<file path="config.mk">
export PLATFORM = sky130hd
export DESIGN_NAME = bbmv_vote_mem
export DESIGN_NICKNAME = d
export VERILOG_FILES = /design/src/design/bbmv_pkg.sv /design/src/design/bbmv_vote_mem.sv
export SDC_FILE = /design/constraint.sdc
export NUM_CORES = 2
export LEC_CHECK = 0
export ABC_AREA = 0
export BUFFER_PORTS_ARGS = -buffer_cell sky130_fd_sc_hd__buf_2
export CAP_MARGIN = 10
export CORE_ASPECT_RATIO = 1.75
export CORE_UTILIZATION = 45
export DETAILED_ROUTE_END_ITERATION = 16
export HOLD_SLACK_MARGIN = 0.12
export PLACE_DENSITY = 0.63
export SLEW_MARGIN = 20
export SYNTH_ARGS = -nofsm -noshare
export SYNTH_HDL_FRONTEND = slang
export SYNTH_SLANG_ARGS = --single-unit
</file>
<file path="constraint.sdc">
create_clock -name clk -period 3.77 [get_ports clk]
set_input_delay 0.1885 -clock clk [delete_from_list [all_inputs] [get_ports clk]]
set_output_delay 0.1885 -clock clk [all_outputs]
set_load 0.01 [all_outputs]
</file>
<file path="src/design/bbmv_pkg.sv">
// ----------------------------------------------------------------------------
// bbmv_pkg
// Types and constants shared by the box match voting block.
// ----------------------------------------------------------------------------
package bbmv_pkg;

  localparam int MAX_BOXES = 16;
  localparam int IDX_W     = 4;
  localparam int CNT_W     = 5;
  localparam int COORD_W   = 12;
  localparam int VOTE_W    = 16;
  localparam int PAIR_W    = 2 * IDX_W;
  localparam int PAIRS     = MAX_BOXES * MAX_BOXES;
  localparam int ADDR_W    = 3;

  localparam logic [VOTE_W-1:0] VOTE_MAX = {VOTE_W{1'b1}};

  localparam logic [1:0] MODE_LOAD_CUR  = 2'd0;
  localparam logic [1:0] MODE_LOAD_PREV = 2'd1;
  localparam logic [1:0] MODE_MATCH     = 2'd2;
  localparam logic [1:0] MODE_FINISH    = 2'd3;

  localparam logic REG_CUR_COUNT  = 1'b0;
  localparam logic REG_PREV_COUNT = 1'b1;

  typedef struct packed {
    logic [COORD_W-1:0] left;
    logic [COORD_W-1:0] top;
    logic [COORD_W-1:0] width;
    logic [COORD_W-1:0] height;
  } box_t;

  typedef struct packed {
    logic              rd_en;
    logic              wr_en;
    logic              clr;
    logic [PAIR_W-1:0] addr;
    logic [VOTE_W-1:0] wdata;
  } vote_req_t;

  typedef enum logic [3:0] {
    ST_IDLE, ST_HIT, ST_VRD, ST_VWR, ST_FRD, ST_FCMP, ST_FB, ST_EMIT, ST_CLR
  } state_t;

  function automatic logic box_holds(box_t b, logic [COORD_W-1:0] px,
                                     logic [COORD_W-1:0] py);
    logic [COORD_W:0] xe;
    logic [COORD_W:0] ye;
    xe = {1'b0, b.left} + {1'b0, b.width};
    ye = {1'b0, b.top} + {1'b0, b.height};
    return (px >= b.left) && ({1'b0, px} < xe) && (py >= b.top) && ({1'b0, py} < ye);
  endfunction

endpackage

</file>
<file path="src/design/bbmv_vote_mem.sv">
// ----------------------------------------------------------------------------
// bbmv_vote_mem
// Pair vote counter memory with per-entry valid bits; unwritten entries read 0.
// ----------------------------------------------------------------------------
module bbmv_vote_mem (
  input  logic                        clk,
  input  logic                        rst_n,
  input  bbmv_pkg::vote_req_t          req,
  output logic [bbmv_pkg::VOTE_W-1:0]  rdata
);
  import bbmv_pkg::*;

  logic [VOTE_W-1:0] mem [PAIRS];
  logic [PAIRS-1:0]  vld_r;
  logic [VOTE_W-1:0] rd_r;
  logic              rd_vld_r;

  always_ff @(posedge clk) begin
    if (req.wr_en) begin
      mem[req.addr] <= req.wdata;
    end
    if (req.rd_en) begin
      rd_r <= mem[req.addr];
    end
  end

  always_ff @(posedge clk) begin
    if (!rst_n || req.clr) begin
      vld_r    <= '0;
      rd_vld_r <= 1'b0;
    end else begin
      if (req.wr_en) begin
        vld_r[req.addr] <= 1'b1;
      end
      if (req.rd_en) begin
        rd_vld_r <= vld_r[req.addr];
      end
    end
  end

  assign rdata = rd_vld_r ? rd_r : '0;

endmodule

</file>
# [Word level (Yosys, flattened, before mapping)]
# Memories as Yosys holds them, arrays and structs flattened. A register that Yosys moved wholly into a read port is not among the register bits.
# Cells that the tools add are included.
[classes] magnitude_cmp=2 mux=7 n_bitwise=1 n_reduce_logical=3
[ops] operator="bitwise OR 256 bit" n=1
[ops] operator="two-way mux 16 bit" n=1
[ops] operator="less-than comparator 8 x 9 -> 1 bit (second input constant)" n=1
[ops] operator="binary-select mux 1 bit (select 8 bit)" n=1
[ops] operator="demux 1 bit (select 8 bit)" n=1
[ops] operator=">= comparator 8 x 1 -> 1 bit (second input constant)" n=1
[ops] operator="two-way mux 1 bit" n=4
[ops] operator="logical AND 1 bit" n=1
[ops] operator="logical NOT 1 bit" n=1
[ops] operator="logical OR 1 bit" n=1
[totals] ff_bits=257 mem_bits_rw=4096 inputBits=29 elab_cells=16 memories=1
[mem_list] memory="mem" words=256 word_bits=16 read_ports=1 rd_clocked_by_memory_dff=1 wr=1 line_no="bbmv_vote_mem.sv:13" rtl="logic [VOTE_W-1:0] mem [PAIRS];"

# [Depth between registers and ports, before layout]
[depth] word_depth=5 depth_mapped=13 depth_no_buf=7

# [Worst setup path after synthesis]
# OpenSTA, ideal clock, no wires.
[synth_timing] path_type="input to register" startpoint="input req[19] (netlist name)" endpoint="memory mem[196][0], enable pin" arrival_time_ns=2.741 slack_ns=0.617 cell_stages=7 path_cell_list="buf_2 -> nor2b_1 -> clkbuf_1 -> clkbuf_1 -> clkbuf_1 -> nand2_1 -> nor3_1"
[synth_lines] element="start, declared" line_no="bbmv_vote_mem.sv:8" rtl="input bbmv_pkg::vote_req_t req,"
[synth_lines] element="end, declared" line_no="bbmv_vote_mem.sv:13"
# No word-level cell before the write port.

# [Worst setup path after layout]
[layout_timing] startpoint="input req[19] (netlist name)" endpoint="register rd_vld_r"
[layout_between] elab_chain_len=2
[layout_lines] element="binary-select mux 1 bit (select 8 bit)" line_no="bbmv_vote_mem.sv:36" rtl="rd_vld_r <= vld_r[req.addr];"
[layout_lines] element="two-way mux 1 bit (implied by the code)" line_no="bbmv_vote_mem.sv:36"
[layout_lines] element="end signal, assigned" line_no="bbmv_vote_mem.sv:36"
[layout_lines] element="end, declared" line_no="bbmv_vote_mem.sv:16" rtl="logic rd_vld_r;"
# No other way between the ends. The select of a mux whose other input is x is not followed.
# A chain may end at the register's enable or synchronous reset.

==> results.md <==
* CTS tree: done
* Cell Pwr Density at 509 nW/µm²
* Minimum clock period at 3.71 ns
* Worst setup SP type: input port
* Largest stage delay, worst path at 0.58 ns
* Post-layout util at 0.521
* Clock buffer depth at 4
* Share of cells above drive strength 1 at 0.341
* Via count at 83800
* Worst skew pair latency at 0.95 ns
* Final ANT Viol Nets at 0
* Clock Pin Slew Worst Setup and Hold Paths at 0.07 ns
* Initial Util at 0.452
* Data arrival time of the critical path at 4.60 ns
* Max_cap viols at 0
* Worst-path cell chain: dlygate4sd3_1, buf_6, buf_12, nor2b_2, buf_4, a22oi_1, nand2_1, a21oi_1, a311oi_1, buf_4, or3_1, dlygate4sd3_1, a31oi_1, dlygate4sd3_1
* Die H at 807 µm
* GPL Wtd Cong at 0.960
* Clock Skews at 0.0550 ns
* Worst setup margin at 0.0560 ns
* H-tree lvl count at 5
* #FFs+latches synth at 4369
* Initial DRC Count at 10800
* Max FO, Critical Path at 31
* RSZ-0062 raised after global routing: no
* Worst slew margin at 0.109
* Post-layout net count at 8251
* Sequential fraction of the synthesis area at 0.772
* Die Wd at 462 µm
* First-pass GRT wire length at 681000 µm
* PortBufs at 44
* Hpwl dp at 315000 µm
* Final hold vios at 0
* Asr flop ratio synth at 0
* Area leader, netlist: edfxtp_1
* Final setup viols at 0
* Clk sinks at 4369
* Measured slew at the worst slew-check pin at 1.34 ns
* Ranking of synthesized cells by area: edfxtp_1, mux4_2, dfxtp_1, o21a_1, mux2i_1
* Worst path required time at 4.66 ns
* CP top delay family: buffers and inverters
* Sw Pwr at 21.0 mW
* Drt first pass iters at 6
* Yosys warning count at 0
* Slowest CP cell: dlygate4sd3_1
* Initial antenna violation count at 30
* Row count at 295
* Clk root buf: clkbuf_16
* Grt total ovfl at 0
* Library cells used by synthesis at 60
* Area growth, synth to finish at 15.4%
* Status: finished clean
* CP endpoint kind: register
* Slew Limit Fails at 0
* Leakage Power at 60.8 nW
* CP bufs+invs at 7
* Logic pwr share at 0.056
* Avg Inst Size Synth at 22.6 µm²
* Drt total wl at 494000 µm
* TritonCTS Buffers at 366
* EDFF count, synth at 4112
* Die area at 373000 µm²
* Syn Inst Count at 7365
* Core area at 369000 µm²
* Vias/cell at 6.24
* Mapped Nets at 7394
* Vias in the first global route at 84900
* Routed WL per cell at 36.8 µm
* Remaining DRCs at 0
* Synth top area share at 0.741
* Post-CTS Repair Setup Buffers at 0
* Tcrit/Tclk final at 0.985
* Seq pwr share at 0.543
* Top-Level Pins at 45
* Clock power frac at 0.401
* Synth Flop Type: edfxtp_1
* Sw frac at 0.214
* Mapped Area at 167000 µm²
* Max Freq at 0.269 GHz
* Overall routing resource usage at 0.265
* Cell mode on critical path: dlygate4sd3_1
* Internal Pwr Total at 76.9 mW
* Setup Slack @ Placement at -0.357 ns
* Largest net degree at the start of global routing at 157
* Hold WC Path Type: in2reg
* Maximum VDD drop at 0.446 mV
* Critical path start-end classification: in2reg
metal layers:
metal  routed length (µm)  GRT usage  up-vias
met4                39100      0.178       14
met5                  110          0        -
met1               167000      0.313    45500
met2               248000      0.446     4248
li1                     -          -    32900
met3                39500     0.0444     1137
worst paths after layout:
| path | start | end | slack, ns | depth (start not counted) |
|---|---|---|---|---|
| setup reg to reg | rd_vld_r$_SDFFE_PP0P_ | rd_vld_r$_SDFFE_PP0P_ | 0.48 | 5 |
| setup / recovery | req[19] | rd_vld_r$_SDFFE_PP0P_ | 0.06 | 14 |
| hold / removal | req[13] | mem[33][13]$_DFFE_PP_ | 0.24 | 2 |
| hold reg to reg | vld_r[31]$_SDFFE_PP0P_ | vld_r[31]$_SDFFE_PP0P_ | 0.46 | 1 |
through the flow:
stage | hold slack [ns] | setup TNS (ns) | area, µm² | instances | power [mW]
floorplan | 0.287 | 0 | 167000 | 7365 | 56.7
global placement | 0.441 | -1.69 | 180000 | 12700 | 59.5
detailed placement | 0.448 | -1.59 | 180000 | 12700 | 59.6
CTS | 0.230 | 0 | 192000 | 13400 | 98.2
global route | 0.227 | 0 | 192000 | 13400 | 99.9
finish | 0.242 | 0 | 192000 | 13400 | 97.8
power by group through the flow:
stage	clock network [mW]	registers [mW]	logic, mW
floorplan	0	54.2	2.47
global placement	0	54.2	5.33
detailed placement	0	54.2	5.41
CTS	39.6	53.1	5.45
global route	41.2	53.1	5.58
finish	39.2	53.2	5.48
logic make-up (layout without fill, tap and decap cells):
| kind of cell | Yosys count | after routing | synth area share |
|---|---|---|---|
| buffers and inverters | 427 | 1583 | 0.0134 |
| AOI/OAI and AO/OA | 609 | 609 | 0.0263 |
| and+or+nand+nor | 573 | 573 | 0.0151 |
| DFF | 4369 | 4369 | 0.772 |
| other | 0 | 18 | 0 |
| muxes | 1387 | 1387 | 0.173 |
cells in the final DEF, fill, tap and decap left out, drive strengths merged, types with 4 or more instances in the layout:
cell,instances
edfxtp,4112
mux4,1194
buf,872
clkbuf,483
nor2,296
dfxtp,257
o21a,256
mux2i,189
clkinv,140
nand2,124
a22oi,119
o22ai,68
a21oi,59
bufinv,41
dlygate4sd3,28
a221oi,26
nand3,25
and2,21
a22o,20
nor4,20
diode,18
o21ai,17
or3,16
nand4,16
nor3,14
nor2b,12
inv,11
a31oi,8
clkinvlp,8
nand2b,8
o32ai,7
or4,5
or2,5
a311oi,4
o211ai,4
mux2,4
layout make-up:
cell class                      instances  area (µm²)
Antenna cell                           18        45.0
Clock buffer                          471       10100
Sequential cell                      4369      129000
Fill cell                           28000      177000
Timing Repair Buffer                  912        8760
Tap cell                             4900        6130
Clock inverter                        196        2080
Inverter                                4        31.3
Multi-Input combinational cell       2569       36500
Yosys cell counts (20+ instances only):
cell,instances
and2_1,21
edfxtp_1,4112
mux2i_1,189
nor2_1,295
nor4_1,20
nand3_1,25
dfxtp_1,257
buf_4,66
buf_6,30
nand2_1,124
o21a_1,256
mux4_2,1194
clkbuf_1,153
buf_1,57
a221oi_1,26
a22o_1,20
a22oi_1,119
a21oi_1,59
buf_2,116
o22ai_1,68
registers in the layout, summed over array words and instances, names as in the netlist:
| name | count |
|---|---|
| rd_r | 16 |
| vld_r | 256 |
| rd_vld_r | 1 |
| mem | 4096 |
timing repair:
| item | CTS | global route |
|---|---|---|
| hold buffers | 28 | 0 |
| hold endpoints to repair | 1937 | 0 |
| resized for setup | 0 | 1 |
| setup endpoints to repair | 0 | 1 |
Power figures use the tool's default switching activity.
